## config.mk

```make
export PLATFORM = sky130hd
export DESIGN_NAME = time_of_day_palette_tint_flat
export DESIGN_NICKNAME = d
export VERILOG_FILES = /design/src/design/tdpt_pkg.sv /design/src/design/tdpt_intf.sv /design/src/design/tdpt_gain_sel.sv /design/src/design/tdpt_gain_div.sv /design/src/design/tdpt_scale.sv /design/src/design/time_of_day_palette_tint.sv /design/src/flat_wrapper.sv
export VERILOG_INCLUDE_DIRS = /design/src /design/src/design
export SDC_FILE = /design/constraint.sdc
export NUM_CORES = 1
export LEC_CHECK = 0
export ABC_AREA = 0
export BUFFER_PORTS_ARGS = -buffer_cell sky130_fd_sc_hd__buf_4
export CORE_ASPECT_RATIO = 0.7
export CORE_UTILIZATION = 58
export DETAILED_ROUTE_END_ITERATION = 16
export MAX_ROUTING_LAYER = met4
export PLACE_DENSITY = 0.88
export SLEW_MARGIN = 5
export SYNTH_ARGS = -nofsm -noshare
export SYNTH_HDL_FRONTEND = slang
export SYNTH_SLANG_ARGS = --single-unit
export TNS_END_PERCENT = 1
```

## constraint.sdc

```tcl
create_clock -name i_clk -period 6.2 [get_ports i_clk]
set_input_delay 0.62 -clock i_clk [delete_from_list [all_inputs] [get_ports i_clk]]
set_output_delay 0.62 -clock i_clk [all_outputs]
set_load 0.05 [all_outputs]
```

## src/design/time_of_day_palette_tint_macros.svh

```systemverilog
// Assertion macros for the time-of-day palette tint block
`ifndef TIME_OF_DAY_PALETTE_TINT_MACROS_SVH
`define TIME_OF_DAY_PALETTE_TINT_MACROS_SVH

// same-cycle implication, disabled during reset
`define TDPT_ASSERT_NOW(lbl, clk, rst_n, ante, cons, msg) \
    lbl: assert property (@(posedge clk) disable iff (!rst_n) (ante) |-> (cons)) \
        else $error(msg);

// next-cycle implication, disabled during reset
`define TDPT_ASSERT_NEXT(lbl, clk, rst_n, ante, cons, msg) \
    lbl: assert property (@(posedge clk) disable iff (!rst_n) (ante) |=> (cons)) \
        else $error(msg);

`endif

```

## src/design/tdpt_pkg.sv

```systemverilog
// Types and constants shared by the palette tint pipeline
`timescale 1ns / 1ps
package tdpt_pkg;

    localparam int COLOR_W = 16;
    localparam int INDEX_W = 9;
    localparam int CHAN_W = 5;
    localparam int HOUR_W = 5;
    localparam int MINUTE_W = 6;
    localparam int CFG_IDX_W = 2;
    localparam int CFG_DATA_W = 6;
    localparam int GAIN_W = 9;
    localparam int ABS_W = 8;
    localparam int MAG_W = ABS_W + MINUTE_W;
    localparam int RECIP_W = 15;
    localparam int PROD_W = MAG_W + RECIP_W;
    localparam int RECIP_SHIFT = 20;
    localparam int SCALE_W = CHAN_W + GAIN_W;
    localparam int GAIN_FRAC = 8;

    // ceil(2^20 / 60): exact floor division for magnitudes below 23831
    localparam logic [RECIP_W-1:0] RECIP_60 = 15'd17477;
    localparam logic [SCALE_W:0] ROUND_HALF = 15'd128;
    localparam logic [CHAN_W-1:0] CHAN_MAX = 5'd31;

    localparam logic [CFG_IDX_W-1:0] CFG_ENABLE = 2'd0;
    localparam logic [CFG_IDX_W-1:0] CFG_HOUR = 2'd1;
    localparam logic [CFG_IDX_W-1:0] CFG_MINUTE = 2'd2;

    localparam logic [HOUR_W-1:0] HOUR_RESET = 5'd12;
    localparam logic [HOUR_W-1:0] HOUR_DAWN_IN = 5'd5;
    localparam logic [HOUR_W-1:0] HOUR_DAWN_OUT = 5'd6;
    localparam logic [HOUR_W-1:0] HOUR_DAY_FIRST = 5'd7;
    localparam logic [HOUR_W-1:0] HOUR_DAY_LAST = 5'd17;
    localparam logic [HOUR_W-1:0] HOUR_DUSK_IN = 5'd18;
    localparam logic [HOUR_W-1:0] HOUR_DUSK_OUT = 5'd19;

    typedef logic [GAIN_W-1:0] t_gain;
    typedef t_gain [2:0] t_gain_rgb;
    typedef logic [MAG_W-1:0] t_mag;

    // channel order: [0] red, [1] green, [2] blue
    localparam t_gain_rgb GAINS_DAY = {9'd256, 9'd256, 9'd256};
    localparam t_gain_rgb GAINS_DAWN = {9'd208, 9'd256, 9'd288};
    localparam t_gain_rgb GAINS_DUSK = {9'd144, 9'd208, 9'd288};
    localparam t_gain_rgb GAINS_NIGHT = {9'd176, 9'd144, 9'd128};

    typedef struct packed {
        logic en;
        logic [HOUR_W-1:0] hour;
        logic [MINUTE_W-1:0] minute;
    } t_cfg;

    typedef struct packed {
        logic [COLOR_W-1:0] color;
        logic [INDEX_W-1:0] index;
        logic last;
    } t_item;

    typedef struct packed {
        t_item item;
        logic en;
        t_gain_rgb start;
        logic [2:0] neg;
        t_mag [2:0] mag;
    } t_s1;

    typedef struct packed {
        t_item item;
        logic en;
        t_gain_rgb gain;
    } t_s2;

endpackage

```

## src/design/tdpt_intf.sv

```systemverilog
// Valid/ready word channels for palette colors in and tinted colors out
`timescale 1ns / 1ps
interface tdpt_in_if import tdpt_pkg::*; ();
    logic valid;
    logic ready;
    logic [COLOR_W-1:0] color_in;
    logic [INDEX_W-1:0] entry_index;
    logic last_entry;

    modport source (output valid, color_in, entry_index, last_entry, input ready);
    modport sink (input valid, color_in, entry_index, last_entry, output ready);
endinterface

interface tdpt_out_if import tdpt_pkg::*; ();
    logic valid;
    logic ready;
    logic [COLOR_W-1:0] color_out;
    logic [INDEX_W-1:0] entry_index_out;
    logic last_out;

    modport source (output valid, color_out, entry_index_out, last_out, input ready);
    modport sink (input valid, color_out, entry_index_out, last_out, output ready);
endinterface

```

## src/design/tdpt_gain_sel.sv

```systemverilog
// Stage 1: pick the gain profiles for the hour and form the blend magnitudes
`timescale 1ns / 1ps
module tdpt_gain_sel import tdpt_pkg::*; (
    input  logic  i_clk,
    input  logic  i_rst_n,
    input  logic  i_adv,
    input  logic  i_valid,
    input  t_item i_item,
    input  t_cfg  i_cfg,
    output logic  o_valid,
    output t_s1   o_s1
);

    t_gain_rgb from_g;
    t_gain_rgb to_g;
    logic signed [GAIN_W:0] diff [3];
    logic [GAIN_W:0] absd [3];
    t_s1 n_s1;
    logic r_valid;
    t_s1 r_s1;

    always_comb begin
        case (i_cfg.hour)
            HOUR_DAWN_IN: begin
                from_g = GAINS_NIGHT;
                to_g = GAINS_DAWN;
            end
            HOUR_DAWN_OUT: begin
                from_g = GAINS_DAWN;
                to_g = GAINS_DAY;
            end
            HOUR_DUSK_IN: begin
                from_g = GAINS_DAY;
                to_g = GAINS_DUSK;
            end
            HOUR_DUSK_OUT: begin
                from_g = GAINS_DUSK;
                to_g = GAINS_NIGHT;
            end
            default: begin
                if (i_cfg.hour inside {[HOUR_DAY_FIRST:HOUR_DAY_LAST]}) begin
                    from_g = GAINS_DAY;
                    to_g = GAINS_DAY;
                end else begin
                    from_g = GAINS_NIGHT;
                    to_g = GAINS_NIGHT;
                end
            end
        endcase
    end

    always_comb begin
        n_s1.item = i_item;
        n_s1.en = i_cfg.en;
        n_s1.start = from_g;
        for (int ch = 0; ch < 3; ch++) begin
            diff[ch] = $signed({1'b0, to_g[ch]}) - $signed({1'b0, from_g[ch]});
            absd[ch] = diff[ch][GAIN_W] ? $unsigned(-diff[ch]) : $unsigned(diff[ch]);
            n_s1.neg[ch] = diff[ch][GAIN_W];
            n_s1.mag[ch] = MAG_W'(absd[ch][ABS_W-1:0] * i_cfg.minute);
        end
    end

    always_ff @(posedge i_clk) begin
        if (!i_rst_n) begin
            r_valid <= 1'b0;
        end else if (i_adv) begin
            r_valid <= i_valid;
        end
    end

    always_ff @(posedge i_clk) begin
        if (i_adv && i_valid) begin
            r_s1 <= n_s1;
        end
    end

    assign o_valid = r_valid;
    assign o_s1 = r_s1;

endmodule

```

## src/design/tdpt_gain_div.sv

```systemverilog
// Stage 2: divide the blend magnitudes by 60 and form the channel gains
`timescale 1ns / 1ps
module tdpt_gain_div import tdpt_pkg::*; (
    input  logic i_clk,
    input  logic i_rst_n,
    input  logic i_adv,
    input  logic i_valid,
    input  t_s1  i_s1,
    output logic o_valid,
    output t_s2  o_s2
);

    logic [PROD_W-1:0] prod [3];
    t_gain quo [3];
    t_s2 n_s2;
    logic r_valid;
    t_s2 r_s2;

    always_comb begin
        n_s2.item = i_s1.item;
        n_s2.en = i_s1.en;
        for (int ch = 0; ch < 3; ch++) begin
            prod[ch] = PROD_W'(i_s1.mag[ch] * RECIP_60);
            quo[ch] = GAIN_W'(prod[ch] >> RECIP_SHIFT);
            if (i_s1.neg[ch]) begin
                n_s2.gain[ch] = (quo[ch] > i_s1.start[ch]) ? '0 : i_s1.start[ch] - quo[ch];
            end else begin
                n_s2.gain[ch] = GAIN_W'(i_s1.start[ch] + quo[ch]);
            end
        end
    end

    always_ff @(posedge i_clk) begin
        if (!i_rst_n) begin
            r_valid <= 1'b0;
        end else if (i_adv) begin
            r_valid <= i_valid;
        end
    end

    always_ff @(posedge i_clk) begin
        if (i_adv && i_valid) begin
            r_s2 <= n_s2;
        end
    end

    assign o_valid = r_valid;
    assign o_s2 = r_s2;

endmodule

```

## src/design/tdpt_scale.sv

```systemverilog
// Stage 3: when tint is on, scale each channel by its gain, round and saturate; hold the output word
`timescale 1ns / 1ps
module tdpt_scale import tdpt_pkg::*; (
    input  logic  i_clk,
    input  logic  i_rst_n,
    input  logic  i_adv,
    input  logic  i_valid,
    input  t_s2   i_s2,
    output logic  o_valid,
    output t_item o_item
);

    logic [SCALE_W-1:0] prod [3];
    logic [SCALE_W:0] rnd [3];
    logic [SCALE_W-GAIN_FRAC:0] whole [3];
    logic [CHAN_W-1:0] chan [3];
    t_item n_item;
    logic r_valid;
    t_item r_item;

    always_comb begin
        for (int ch = 0; ch < 3; ch++) begin
            prod[ch] = SCALE_W'(i_s2.item.color[ch*CHAN_W +: CHAN_W] * i_s2.gain[ch]);
            rnd[ch] = (SCALE_W + 1)'({1'b0, prod[ch]} + ROUND_HALF);
            whole[ch] = rnd[ch][SCALE_W:GAIN_FRAC];
            chan[ch] = (whole[ch] > (SCALE_W - GAIN_FRAC + 1)'(CHAN_MAX))
                ? CHAN_MAX : whole[ch][CHAN_W-1:0];
        end
        n_item = i_s2.item;
        if (i_s2.en) begin
            n_item.color = {i_s2.item.color[COLOR_W-1], chan[2], chan[1], chan[0]};
        end
    end

    always_ff @(posedge i_clk) begin
        if (!i_rst_n) begin
            r_valid <= 1'b0;
        end else if (i_adv) begin
            r_valid <= i_valid;
        end
    end

    always_ff @(posedge i_clk) begin
        if (i_adv && i_valid) begin
            r_item <= n_item;
        end
    end

    assign o_valid = r_valid;
    assign o_item = r_item;

endmodule

```

## src/design/time_of_day_palette_tint.sv

```systemverilog
// An accepted input word passes the gain select, divide by 60 and scale registers in turn.
// Throughput: one word per cycle unless the output stalls; three register stages in all.
// Each stage loads when it is empty or the stage after it moves, so bubbles collapse.
// Synchronous active-low reset clears the stage valid bits and sets enable 0,
// hour 12, minute 0.
`timescale 1ns / 1ps
`include "time_of_day_palette_tint_macros.svh"
module time_of_day_palette_tint import tdpt_pkg::*; (
    input  logic                  i_clk,
    input  logic                  i_rst_n,
    input  logic                  i_cfg_we,
    input  logic [CFG_IDX_W-1:0]  i_cfg_idx,
    input  logic [CFG_DATA_W-1:0] i_cfg_data,
    tdpt_in_if.sink               i_pix,
    tdpt_out_if.source            o_pix
);

    t_cfg r_cfg;
    t_cfg n_cfg;
    logic adv1;
    logic adv2;
    logic adv3;
    logic v1;
    logic v2;
    logic v3;
    t_item in_item;
    t_s1 s1;
    t_s2 s2;
    t_item out_item;

    always_comb begin
        n_cfg = r_cfg;
        if (i_cfg_we) begin
            case (i_cfg_idx)
                CFG_ENABLE: n_cfg.en = i_cfg_data[0];
                CFG_HOUR:   n_cfg.hour = i_cfg_data[HOUR_W-1:0];
                CFG_MINUTE: n_cfg.minute = i_cfg_data[MINUTE_W-1:0];
                default:    n_cfg = r_cfg;
            endcase
        end
    end

    always_ff @(posedge i_clk) begin
        if (!i_rst_n) begin
            r_cfg <= '{en: 1'b0, hour: HOUR_RESET, minute: '0};
        end else begin
            r_cfg <= n_cfg;
        end
    end

    assign adv3 = !v3 || o_pix.ready;
    assign adv2 = !v2 || adv3;
    assign adv1 = !v1 || adv2;
    assign i_pix.ready = adv1;

    assign in_item = '{color: i_pix.color_in, index: i_pix.entry_index,
                       last: i_pix.last_entry};

    tdpt_gain_sel u_sel (
        .i_clk   (i_clk),
        .i_rst_n (i_rst_n),
        .i_adv   (adv1),
        .i_valid (i_pix.valid),
        .i_item  (in_item),
        .i_cfg   (r_cfg),
        .o_valid (v1),
        .o_s1    (s1)
    );

    tdpt_gain_div u_div (
        .i_clk   (i_clk),
        .i_rst_n (i_rst_n),
        .i_adv   (adv2),
        .i_valid (v1),
        .i_s1    (s1),
        .o_valid (v2),
        .o_s2    (s2)
    );

    tdpt_scale u_scale (
        .i_clk   (i_clk),
        .i_rst_n (i_rst_n),
        .i_adv   (adv3),
        .i_valid (v2),
        .i_s2    (s2),
        .o_valid (v3),
        .o_item  (out_item)
    );

    assign o_pix.valid = v3;
    assign o_pix.color_out = out_item.color;
    assign o_pix.entry_index_out = out_item.index;
    assign o_pix.last_out = out_item.last;

    `TDPT_ASSERT_NEXT(a_s2_hold, i_clk, i_rst_n, v2 && v3 && !o_pix.ready, v2 && $stable(s2), "stage 2 word lost under stall")
    `TDPT_ASSERT_NOW(a_gain_range, i_clk, i_rst_n, v2, s2.gain[0] >= 9'd120 && s2.gain[0] <= 9'd296 && s2.gain[1] >= 9'd120 && s2.gain[1] <= 9'd296 && s2.gain[2] >= 9'd120 && s2.gain[2] <= 9'd296, "blended gain out of range")
    `TDPT_ASSERT_NEXT(a_bypass, i_clk, i_rst_n, v2 && !s2.en && adv3, o_pix.color_out == $past(s2.item.color), "disabled word altered")

endmodule

```

## src/flat_wrapper.sv

```systemverilog
// flat-port wrapper written by rule: the top's interface ports become plain ports
module time_of_day_palette_tint_flat import tdpt_pkg::*;
  (i_clk, i_rst_n, i_cfg_we, i_cfg_idx, i_cfg_data, i_pix_valid, i_pix_color_in, i_pix_entry_index, i_pix_last_entry, i_pix_ready, o_pix_valid, o_pix_color_out, o_pix_entry_index_out, o_pix_last_out, o_pix_ready);
  tdpt_in_if i_pix_i ();
  tdpt_out_if o_pix_i ();
  input  logic i_clk;
  input  logic i_rst_n;
  input  logic i_cfg_we;
  input  logic [CFG_IDX_W-1:0] i_cfg_idx;
  input  logic [CFG_DATA_W-1:0] i_cfg_data;
  input wire logic [$bits(i_pix_i.valid)-1:0] i_pix_valid;
  input wire logic [$bits(i_pix_i.color_in)-1:0] i_pix_color_in;
  input wire logic [$bits(i_pix_i.entry_index)-1:0] i_pix_entry_index;
  input wire logic [$bits(i_pix_i.last_entry)-1:0] i_pix_last_entry;
  output wire logic [$bits(i_pix_i.ready)-1:0] i_pix_ready;
  output wire logic [$bits(o_pix_i.valid)-1:0] o_pix_valid;
  output wire logic [$bits(o_pix_i.color_out)-1:0] o_pix_color_out;
  output wire logic [$bits(o_pix_i.entry_index_out)-1:0] o_pix_entry_index_out;
  output wire logic [$bits(o_pix_i.last_out)-1:0] o_pix_last_out;
  input wire logic [$bits(o_pix_i.ready)-1:0] o_pix_ready;
  assign i_pix_i.valid = i_pix_valid;
  assign i_pix_i.color_in = i_pix_color_in;
  assign i_pix_i.entry_index = i_pix_entry_index;
  assign i_pix_i.last_entry = i_pix_last_entry;
  assign i_pix_ready = i_pix_i.ready;
  assign o_pix_valid = o_pix_i.valid;
  assign o_pix_color_out = o_pix_i.color_out;
  assign o_pix_entry_index_out = o_pix_i.entry_index_out;
  assign o_pix_last_out = o_pix_i.last_out;
  assign o_pix_i.ready = o_pix_ready;
  time_of_day_palette_tint u_core (.i_clk(i_clk), .i_rst_n(i_rst_n), .i_cfg_we(i_cfg_we), .i_cfg_idx(i_cfg_idx), .i_cfg_data(i_cfg_data), .i_pix(i_pix_i), .o_pix(o_pix_i));
endmodule
```

# Word-level counts from Yosys, hierarchy flattened
# Cells that the tools add are included.
[totals] mem_bits_ro=0 mem_count=0 ff_bits=194 ram_bits=0 input_bits=39 output_inout_bits=28 wordCells=95 latchBits=0
[op_classes] eq_ne=6 bitwise=0 n_lt_le_gt_ge=8 n_shift=0 muxes=16 n_mul=9 div=0 addsub=15 n_reduce_logical=14
[ops] operator="$pmux 27 s4" count=2
[ops] operator="$mul 14x15->29 const B" count=3
[ops] operator="$mux 9" count=6
[ops] operator="$add 14x8->15 const B" count=3
[ops] operator="$mul 5x9->14" count=3
[ops] operator="$mul 8x6->14" count=3
[ops] operator="$sub 9x9->10" count=3
[ops] operator="$add 9x9->9" count=3
[ops] operator="$gt 9x9->1" count=3
[ops] operator="$mux 27" count=1
[ops] operator="$sub 9x9->9" count=3
[ops] operator="$mux 8" count=3
[ops] operator="$neg 8->8" count=3
[ops] operator="$gt 7x5->1 const B" count=3
[ops] operator="$mux 15" count=1
[ops] operator="$mux 5" count=3
[ops] operator="$eq 5x3->1 const B" count=2
[ops] operator="$eq 5x5->1 const B" count=2
[ops] operator="$reduce_and 2->1" count=3
[ops] operator="$ge 5x3->1 const B" count=1
[ops] operator="$le 5x5->1 const B" count=1
[ops] operator="$logic_and 1x1->1" count=4
[ops] operator="$logic_not 1->1" count=3
[ops] operator="$logic_or 1x1->1" count=3
[ops] operator="other kinds (3)" count=3

# Longest topological paths before layout
# Gate-level depths: netlist (run 1).
[depth] ltp_word=8 mapped_depth=32

# Hierarchy
# From an unflattened synthesis (run 1), not the netlist that was laid out.
[hier_totals] hier_cells=2133 hier_area_um2=21254.1
[modules_own_cells] module="tdpt_gain_div" seq_area_each_um2=1641.6 area_per_inst_um2=10279.9 cells_per_inst=1048 n_inst=1
[modules_own_cells] module="tdpt_gain_sel" seq_area_each_um2=2062.0 area_per_inst_um2=5323.9 cells_per_inst=481 n_inst=1
[modules_own_cells] module="tdpt_scale" seq_area_each_um2=800.8 area_per_inst_um2=5132.4 cells_per_inst=550 n_inst=1
[modules_own_cells] module="time_of_day_palette_tint" seq_area_each_um2=240.2 area_per_inst_um2=518.0 cells_per_inst=54 n_inst=1

# Worst setup path after synthesis (run 1)
# No wires, ideal clock.
[synth_path] path_kind="register to register" from="register u_core.r_cfg[10] (netlist bit)" to="register u_core.u_sel.r_s1 (netlist bit u_core.u_sel.o_s1[41]), data pin" stages_incl_launch_ff=28 arrival_time_ps=5782 t_required_ps=5942 slack_ps=160 period_less_slack_ps=6040 setup_time_ps=258 path_cell_list="dfxtp_1 > clkbuf_1 > nand4_1 > ha_1 > clkbuf_1 > inv_1 > o2bb2ai_1 > a21oi_1 > inv_1 > ha_1 > a21o_1 > a21o_1 > a21o_1 > a21o_1 > a21oi_1 > xor2_1 > nand2_1 > fa_1 > fa_1 > fa_1 > inv_1 > ha_1 > a21oi_1 > nor2_1 > nor2_1 > o21bai_1 > a21oi_1 > xnor2_1"
[synth_lines] item="start, declared" line_no="time_of_day_palette_tint.sv:18" rtl="t_cfg r_cfg;"
[synth_lines] item="start signal, assigned" line_no="time_of_day_palette_tint.sv:45" rtl="r_cfg <= '{en: 1'b0, hour: HOUR_RESET, minute: '0};"
[synth_lines] item="start signal, assigned" line_no="time_of_day_palette_tint.sv:47" rtl="r_cfg <= n_cfg;"
[synth_lines] item="end signal, assigned" line_no="tdpt_gain_sel.sv:74" rtl="r_s1 <= n_s1;"
[synth_lines] item="end, declared" line_no="tdpt_gain_sel.sv:20" rtl="t_s1 r_s1;"

==> results of run 1 <==
## metrics by stage
step                      utilization, %  TNS (ns)  power (mW)
after detailed placement            62.7   -0.0111        3.16
after CTS                           64.8         0        4.25
after global routing                65.7    -0.229        4.60
after global placement              62.7         0        3.06
final                               65.7         0        4.30
after floorplan                        -         0        2.74
## state kept, by name, indices dropped and copies added, names as in the netlist
register and cells:
u_core.u_div.o_s2 54, u_core.u_scale.o_valid 1, u_core.r_cfg 12, u_core.u_sel.o_s1 68, u_core.u_scale.o_item 26, u_core.u_sel.o_valid 1, u_core.u_div.o_valid 1
## layer usage
layer | global-route usage, % | vias up | part of all wire [%]
met5 | - | - | 0
met4 | 6.52 | 0 | 1.9
met3 | 4.07 | 64 | 6.0
met2 | 40.3 | 437 | 47
met1 | 32.7 | 5950 | 45
li1 | - | 5880 | -
## worst max-delay path: stages (launching register included)
cell	delay, ns
edfxtp_1	0.46
buf_4	0.17
ha_1	0.35
inv_1	0.09
fa_1	0.51
inv_1	0.05
ha_1	0.30
ha_1	0.32
ha_1	0.31
o211a_1	0.13
o31a_1	0.29
a311oi_2	0.38
o21bai_1	0.14
and3_1	0.23
nor2_2	0.14
nor2b_1	0.08
nor2_2	0.20
xnor2_2	0.13
ha_4	0.30
inv_1	0.07
a21oi_2	0.16
nor2_1	0.07
nor2_2	0.13
o21bai_1	0.11
nand3_1	0.10
o211ai_1	0.13
nor2b_1	0.16
o31a_1	0.28
## repair_timing
action / in CTS / in global routing
hold endpoints to repair: 0 / 0
buffers inserted: 0 / 16
setup endpoints to repair: 3 / 19
pin swaps: 0 / 13
gates resized for setup: 1 / 31
## kinds of logic (layout without fill, tap and decap cells)
logic type | Yosys count | after routing | share of synthesized area, %
buffers and inverters | 298 | 395 | 6.52
and+or+nand+nor | 411 | 411 | 12.3
muxes | 18 | 18 | 1.05
xor gates and xnor gates | 67 | 67 | 3.46
AOI/OAI and AO/OA | 241 | 241 | 9.74
DFF | 163 | 163 | 27.6
adders and majority gates | 470 | 470 | 39.3
## final cells by class
type | instances | area [um^2] | area share, %
flip-flops and latches | 163 | 4750 | 24.9
well taps | 378 | 473 | 2.48
inverters | 265 | 997 | 5.23
clock inverters | 15 | 184 | 0.965
clock buffers | 17 | 425 | 2.23
repair buffers | 98 | 736 | 3.86
multi-input cells | 1207 | 11500 | 60.3
## synthesized netlist by cell type, types with 4 or more instances
master	count
o21ai_0	39
edfxtp_1	148
ha_1	352
clkbuf_1	31
xnor2_1	47
inv_1	264
xor2_1	19
nand2b_1	15
mux2i_1	18
and2_1	75
dfxtp_1	15
nand4_1	7
a31oi_1	16
nor3_1	18
o32a_1	12
nor2_1	66
a21oi_1	66
fa_1	118
nand3_1	16
o21a_1	8
o31ai_1	4
o21bai_1	17
nor2b_1	54
a211oi_1	4
nand3b_1	5
or2_2	10
a221oi_1	4
nand2_1	114
nor4_1	6
and3_1	9
a21o_1	21
## worst max path at each step
stage | startpoint | end | slack, ns
CTS | u_core.u_sel.o_s1[24] | u_core.u_div.o_s2[16] | 0.04
global route | u_core.r_cfg[7] | u_core.u_sel.o_s1[41] | -0.07
finish | u_core.u_sel.o_s1[41] | u_core.u_div.o_s2[26] | 0.16
global placement | u_core.u_sel.o_s1[39] | u_core.u_div.o_s2[26] | 0.29
floorplan | u_core.r_cfg[10] | u_core.u_sel.o_s1[41] | 0.16
detailed placement | u_core.u_sel.o_s1[39] | u_core.u_div.o_s2[26] | -0.01
## power breakdown
part           total (mW)  switching (mW)  internal [mW]  leakage (nW)
registers            1.40          0.0886           1.32          1.55
logic                1.82            1.02          0.800          7.68
clock network        1.07           0.527          0.544         0.293
==> reports/qor.txt, run 1 <==
Post-synth cell types: 73
Post-route cell area: 0.0191 mm^2
CP Data Arrival Time: 6.26 ns
Synthesized instance count: 1,668
TritonRoute pass-1 iters: 7
Yosys warns: 0
Clock slew at reported path FFs: 0.08 ns
Vias: 12,331
Clk sink count: 163
FF-to-FF path depth: 27
Worst hold path startpoint: i_pix_entry_index[3]
Critical Path Source Type: flip-flop
Placement Setup Slack: -0.0111 ns
Number of diodes: 0
Initial Util: 59.3%
Layout cell share with drive strength beyond 1: 10.6%
# DRC: 0
Routed Antenna Nets: 0
Yosys top cell area share: 25.8%
Post-DP HPWL: 27.6 mm
Placed Area: 0.0182 mm^2
Hold Path Stages: 1
Synth async-reset ratio: 0%
Post-DR wirelength/cell: 16.9 um
Finished Layout Cells: 2,143
Leading area contributor after synthesis: edfxtp_1
Hold Violations, Final: 0
Final min period: 6.04 ns
Vias/cell: 5.75
Synth area leaders: edfxtp_1 (26%), ha_1 (26%), fa_1 (14%), inv_1 (5.8%), and2_1 (2.7%)
Max-cap viol count: 0
Total gr overflow: 0
Vias in the first global route: 12,630
Initial antenna violation count: 0
Worst R2R End: u_core.u_div.o_s2[26]
Total CTS buffers: 17
Final #Nets: 2,261
Max Freq: 166 MHz
Peak VDD IR: 0.200 mV
Die width: 208 um
Ports: 67
Syn nets: 2,177
Placeable core area: 0.0290 mm^2
Relative slew slack: 37.7%
Clk_lat worst skew: 0.47 ns
Final worst path period share: 97.4%
Synthesized cell area: 0.0172 mm^2
Buffers added on ports: 66
Pin count of the biggest net entering global routing: 55
Placed Instances: 2,095
P&R area growth vs syn: 10.9%
Worst r2r src: u_core.u_sel.o_s1[41]
Commonest cells after routing, fill and taps aside: ha_1 (348), inv_1 (263), edfxtp_1 (148), fa_1 (118), nand2_1 (114)
Max-slew violations: 0
Ys flop type: edfxtp_1
Post-synthesis register bit count: 163
Outcome: complete, no violations
# setup viols final: 0
CTS Root Cell: clkbuf_16
Worst hold path type: input port to flip-flop
Endpoint of the worst hold path: u_core.u_sel.o_s1[77]
PnR worst setup slack: 0.163 ns
Initial DRC count: 917
H-tree depth: 4
P_leak: 9.52 nW
Measured slew at the worst slew-check pin: 0.935 ns
First-pass GRT wire length: 59.6 mm
Maximum root-to-sink buffer count: 2
Chip height: 146 um
Fillers: 2,106
Setup crit end kind: flip-flop
Pwr per Cell Area: 225 mW/mm^2
Hold buffer count at CTS: 0
Routability cong.: 0.959
Commonest non-fill, non-tap cell in the layout: ha_1
Layout Skew: 0.0131 ns
Critical Path RT: 6.42 ns
Global Route Usage Sum: 24.9%
Number of enable flip-flop cells after synthesis: 148
Avg Cell Area, Syn: 10.3 um^2
Hold_ws: 0.328 ns
Num rows: 52
CTS tree: yes
Die area: 0.0304 mm^2
Drt total wl: 36.2 mm
Seq/Total Area, Yosys: 27.6%
Crit Path Class: flip-flop to flip-flop
CP Max Fanout: 4
R2R Setup Slk: 0.16 ns
No activity file was read; power rests on OpenSTA's default activity.
==> inputs of run 2 (changes only) <==
- CORE_UTILIZATION: 58 -> 59
- PLACE_DENSITY: 0.88 -> 0.89
- SYNTH_HIERARCHICAL: unset -> 1
==> run 2 against run 1 <==
  * The run now ends with setup timing left
  * Synthesized cell count up 28%
  * Register-to-register slack worse by 0.36 ns
  * Via count up 35%
  * Sequential cell count unchanged
  * Final cell count up 26%
  * Area after synthesis up 24%
  * Largest power group unchanged
  * Hold slack worse by 0.0040 ns
  * Die area up 21%
  * Final area up 22%
==> reports/qor.txt, run 2 <==
Violated checks: setup timing
Post-synth cell types: 93
Hold buffer count at CTS: 0
Pin count of the biggest net entering global routing: 70
Max-cap viol count: 0
Vias: 16,619
CP Data Arrival Time: 6.59 ns
Cell mode on critical path: ha_1
Slowest cell delay on critical path: 0.52 ns
CTS tree: yes
Outcome: complete, but fails checks
Drt total wl: 52.5 mm
Measured slew at the worst slew-check pin: 1.09 ns
PnR worst setup slack: -0.192 ns
Yosys top cell area share: 27.1%
Post-synthesis register bit count: 163
Pwr per Cell Area: 271 mW/mm^2
TritonRoute pass-1 iters: 9
Post-Synth XOR/XNOR Area: 2.72%
P_leak: 11.5 nW
Clock slew at reported path FFs: 0.08 ns
Largest register FFs: 68
Chip height: 161 um
Routed Antenna Nets: 0
Global Route Usage Sum: 28.3%
Worst R2R End: u_core/u_div/o_s2[11]
Multi-input logic area: 0.0151 mm^2
Proportion of synthesized area in mux cells: 0.612%
Storage cell area: 0.00475 mm^2
Initial antenna violation count: 0
Hold Violations, Final: 0
Hold_ws: 0.324 ns
Crit-path cells: ha_1 -> inv_1 -> fa_1 -> fa_1 -> inv_1 -> fa_1 -> ha_1 -> ha_1 -> and4_1 -> and3_1 -> nand3_1 -> a21oi_2 -> nand4_1 -> a22oi_1 -> o21ai_0 -> ha_1 -> o21ai_1 -> o211ai_1 -> buf_4 -> a311oi_1 -> a31oi_1
Synthesized cell area: 0.0213 mm^2
# DRC: 0
Vias in the first global route: 17,308
Maximum root-to-sink buffer count: 2
Die area: 0.0368 mm^2
Final #Nets: 2,871
Final min period: 6.39 ns
Synthesized instance count: 2,133
CP Max Fanout: 7
Busiest grt layer: met2
Max-slew violations: 0
Commonest cells after routing, fill and taps aside: ha_1 (454), inv_1 (331), fa_1 (152), edfxtp_1 (148), and2_1 (114)
Met2 global-route usage: 48.0%
Ys flop type: edfxtp_1
Fillers: 2,422
GR Util met1: 33.9%
Peak VDD IR: 0.238 mV
P&R area growth vs syn: 9.02%
Crit Path Class: flip-flop to flip-flop
Post-DR wirelength/cell: 19.4 um
Initial DRC count: 1,737
Max Freq: 156 MHz
Number of diodes: 0
Die width: 229 um
RSZ-0062 raised after global routing: true
Crit path capture: u_core/u_div/o_s2[11]
Yosys warns: 6
Clk_lat worst skew: 0.47 ns
Worst r2r src: u_core/u_sel/o_s1[26]
Largest family of logic cells by synthesized area: adder cells
Initial Util: 60.6%
Total CTS buffers: 17
R2R Setup Slk: -0.19 ns
Placeable core area: 0.0351 mm^2
Layout cell share with drive strength beyond 1: 10.1%
Critical Path RT: 6.40 ns
Routability cong.: 0.927
Leading area contributor after synthesis: ha_1
Synth async-reset ratio: 0%
Synth Area in Compound Gates: 12.5%
Number of enable flip-flop cells after synthesis: 148
Top-count cell post-synth: ha_1
Setup crit end kind: flip-flop
Final worst path period share: 103%
CTS Root Cell: clkbuf_16
Layout Skew: 0.0115 ns
# setup viols final: 13
Ports: 67
Worst hold path type: input port to flip-flop
Crit path from: u_core/u_sel/o_s1[26]
FF-to-FF path depth: 21
Commonest cells post-synth: ha_1 (461), inv_1 (333), fa_1 (154)
Buffers added on ports: 66
H-tree depth: 4
Total gr overflow: 0
Critical Path Source Type: flip-flop
Avg Cell Area, Syn: 9.96 um^2
Clk sink count: 163
Relative slew slack: 27.4%
Num rows: 57
Met3 Track Usage GR: 4.88%
Vias/cell: 6.15
Core Util, Final: 66.0%
Commonest non-fill, non-tap cell in the layout: ha_1
Simple-gate area share of the yosys netlist: 12.1%
Post-DP HPWL: 38.2 mm
First-pass GRT wire length: 82.0 mm
Synth area leaders: ha_1 (27%), edfxtp_1 (21%), fa_1 (15%), inv_1 (5.9%), and2_1 (3.4%)
Area share of fa/ha/maj cells after synthesis: 41.6%
Seq/Total Area, Yosys: 22.3%
Max stage delay cell, worst path: fa_1
==> run 2: layer usage <==
metal  vias up  routed length (um)
li1       7457                   -
met5         -                   0
met2       955               25300
met1      7958               21400
met4         0                1950
met3       249                3850
==> run 2: repair_timing <==
action                                  in CTS  in global routing
pin swaps                                    8                 14
endpoints found under the setup margin      14                 30
buffers inserted                             8                  6
gates resized for setup                     14                 44
==> run 2: worst min-delay path by stage <==
stage / endpoint / from / depth (start not counted) / slack (ns)
floorplan: u_core/u_div/o_s2[27] / u_core/u_sel/o_s1[72] / 0 / 0.40
global placement: u_core/u_div/o_s2[33] / u_core/u_sel/o_s1[78] / 0 / 0.40
detailed placement: u_core/u_div/o_s2[52] / u_core/u_sel/o_s1[97] / 0 / 0.40
CTS: u_core/u_sel/o_s1[90] / i_pix_color_in[7] / 1 / 0.31
global route: u_core/u_sel/o_s1[84] / i_pix_color_in[1] / 1 / 0.31
finish: u_core/u_sel/o_s1[90] / i_pix_color_in[7] / 1 / 0.32
==> run 2: through the flow <==
stage | setup TNS (ns) | total power [mW] | worst slack, ns | std cells | area, um^2
after floorplan | 0 | 4.05 | 0.244 | 2160 | 21400
after global placement | 0 | 4.57 | 0.148 | 2656 | 22200
after detailed placement | -0.468 | 4.84 | -0.133 | 2656 | 22200
after CTS | -0.0125 | 6.02 | -0.0125 | 2696 | 23000
after global routing | -4.51 | 6.70 | -0.286 | 2702 | 23200
final | -1.25 | 6.27 | -0.192 | 2702 | 23200
==> run 2: power breakdown <==
part           internal (mW)  switching (mW)
sequential              1.35           0.108
clock                  0.578           0.523
combinational           1.58            2.13
total                   3.51            2.76
==> run 2: cell type report <==
type / instances / share of cell area (%)
Sequential cell: 163 / 20.5
Clock inverter: 15 / 0.778
Inverter: 339 / 5.51
Clock buffer: 17 / 1.84
Tap cell: 472 / 2.55
Timing Repair Buffer: 107 / 3.52
Multi-Input combinational cell: 1589 / 65.3
==> run 2: critical path: cells and delay by family, from the launching register on <==
| family | cells | cell delay, ns |
|---|---|---|
| buffers and inverters | 3 | 0.40 |
| flip-flops | 1 | 0.51 |
| adder cells (fa/ha/maj) | 7 | 2.82 |
| AO/OA/AOI/OAI | 7 | 1.58 |
| AND/OR/NAND/NOR | 4 | 0.81 |
==> run 2: cells by family (layout without fill, tap and decap cells) <==
family	after synthesis	in the layout
buffers and inverters	408	478
adders and majority gates	615	615
xor gates and xnor gates	66	66
and+or+nand+nor	480	480
other	1	28
AOI/OAI and AO/OA	387	387
muxes	13	13
DFF	163	163
==> inputs of run 3 (changes only) <==
--- a/config.mk
+++ b/config.mk
@@ -14,4 +14,5 @@
 export MAX_ROUTING_LAYER = met4
 export PLACE_DENSITY = 0.89
+export SKIP_CTS_REPAIR_TIMING = 1
 export SLEW_MARGIN = 5
 export SYNTH_ARGS = -nofsm -noshare
==> constraint.sdc (replaced) <==
create_clock -name i_clk -period 6.2 [get_ports i_clk]
set_input_delay 0.93 -clock i_clk [delete_from_list [all_inputs] [get_ports i_clk]]
set_output_delay 0.93 -clock i_clk [all_outputs]
set_load 0.05 [all_outputs]
==> run 3 against run 2 <==
  * The flow still finishes with violations (setup timing)
  * Maximum frequency is 0.85% lower
  * Power decreased by 0.46%
  * Final area is 0.12% higher
  * Clock skew decreased by 0.0011 ns
  * Largest cell class unchanged
  * Largest power group unchanged
==> reports/qor.txt, run 3 (synthesis results as in run 2) <==
Clk sink count: 163
Hold Violations, Final: 0
TritonRoute pass-1 iters: 7
Number of diodes: 0
Final #Nets: 2,880
Bufs and invs on worst path: 2
Vias/cell: 6.08
Multi-input logic area: 0.0151 mm^2
Total CTS buffers: 17
Die width: 229 um
Clk_lat worst skew: 0.46 ns
Commonest non-fill, non-tap cell in the layout: ha_1
Die area: 0.0368 mm^2
Max stage delay cell, worst path: fa_2
CTS tree: yes
Post-DP HPWL: 38.2 mm
Crit Path Class: flip-flop to flip-flop
# DRC: 0
Vias: 16,491
Top delay family on crit path: adder cells
Placeable core area: 0.0351 mm^2
Largest register FFs: 68
Maximum root-to-sink buffer count: 2
CP Data Arrival Time: 6.63 ns
Critical Path Source Type: flip-flop
Violated checks: setup timing
Crit-path cells: ha_1 -> fa_1 -> fa_2 -> fa_2 -> fa_1 -> ha_4 -> a211oi_2 -> o32ai_1 -> nor3_1 -> o22ai_2 -> a221o_1 -> a31oi_1 -> o211ai_1 -> ha_1 -> buf_4 -> buf_4 -> a21oi_1 -> a21o_1 -> a21oi_1 -> o21bai_1 -> xnor2_1 -> o22ai_1
Clock slew at reported path FFs: 0.08 ns
First-pass GRT wire length: 80.4 mm
P&R area growth vs syn: 9.15%
Final worst path period share: 104%
Placement Setup Slack: -0.133 ns
Critical Path RT: 6.38 ns
Max Freq: 155 MHz
# setup viols final: 8
Initial antenna violation count: 0
Total gr overflow: 0
Pwr per Cell Area: 269 mW/mm^2
Final min period: 6.45 ns
PnR worst setup slack: -0.247 ns
Max-slew violations: 0
Buffers added on ports: 66
Max-cap viol count: 0
Slowest cell delay on critical path: 0.53 ns
Drt total wl: 51.1 mm
Pwr Total: 6.24 mW
Ports: 67
Pin count of the biggest net entering global routing: 70
Outcome: complete, but fails checks
Routability cong.: 0.927
Commonest cells after routing, fill and taps aside: ha_1 (456), inv_1 (332), fa_1 (151), edfxtp_1 (148), and2_1 (114)
Measured slew at the worst slew-check pin: 1.09 ns
RSZ-0062 raised after global routing: true
Fillers: 2,415
Post-DR wirelength/cell: 18.8 um
Setup crit end kind: flip-flop
Routed Antenna Nets: 0
Vias in the first global route: 17,001
CP Max Fanout: 6
Worst hold path type: flip-flop to flip-flop
Layout cell share with drive strength beyond 1: 10.5%
Chip height: 161 um
Layout Skew: 0.0104 ns
H-tree depth: 4
Peak VDD IR: 0.238 mV
P_leak: 11.6 nW
Relative slew slack: 27.0%
CTS Root Cell: clkbuf_16
Initial DRC count: 1,669
Storage cell area: 0.00475 mm^2
Global Route Usage Sum: 27.7%
Num rows: 57
Initial Util: 60.6%
## run 3: changes by cell type in the layout (fill, tap and decap cells not counted), moves of 2 or more
cell | previous run | this run
a21oi_2 | 6 | 9
buf_4 | 106 | 113
o21ai_0 | 44 | 41
a221oi_2 | 1 | 3
buf_2 | 0 | 2
o21ai_2 | 3 | 5
a21oi_1 | 98 | 95
ha_1 | 454 | 456
ha_2 | 5 | 3
## run 3: final timing paths
| kind | from | endpoint | slack (ns) | depth (start not counted) |
|---|---|---|---|---|
| min reg2reg | u_core/u_sel/o_s1[81] | u_core/u_div/o_s2[36] | 0.42 | 0 |
| max | u_core/u_sel/o_s1[41] | u_core/u_div/o_s2[26] | -0.25 | 22 |
| min | u_core/u_sel/o_s1[81] | u_core/u_div/o_s2[36] | 0.42 | 0 |
| max reg2reg | u_core/u_sel/o_s1[41] | u_core/u_div/o_s2[26] | -0.25 | 22 |
## run 3: layer usage
layer / part of all wire (%) / routed length [um] / vias up / GRT usage (%)
met4: 3.4 / 1750 / 0 / 9.94
met5: 0 / 0 / - / -
li1: - / - / 7481 / -
met2: 49 / 24800 / 847 / 47.0
met3: 7.0 / 3550 / 203 / 4.42
met1: 41 / 21000 / 7960 / 33.5
## run 3: power breakdown
part           switching [mW]  total (mW)  internal [mW]  leakage (nW)
clock                   0.516        1.09          0.578         0.291
combinational            2.11        3.69           1.58          9.72
sequential              0.109        1.46           1.35          1.55
## run 3: metrics by stage
stage          cells  setup TNS [ns]  utilization, %  hold WS [ns]  cell area (um^2)
2_1_floorplan   2160               0               -         0.400             21400
4_1_cts         2688           -2.38            65.0         0.420             22800
5_1_grt         2711           -2.98            66.1         0.424             23200
3_5_place_dp    2656          -0.468            63.3         0.405             22200
3_3_place_gp    2656               0            63.3         0.401             22200
6_report        2711          -0.940            66.1         0.419             23200
## run 3: cell type report
cell class | count | area share, %
sequential | 163 | 20.5
clock inverter | 15 | 0.777
inverter | 339 | 5.51
timing repair buffer | 116 | 3.75
multi-input combinational | 1589 | 65.1
tap | 472 | 2.55
clock buffer | 17 | 1.83
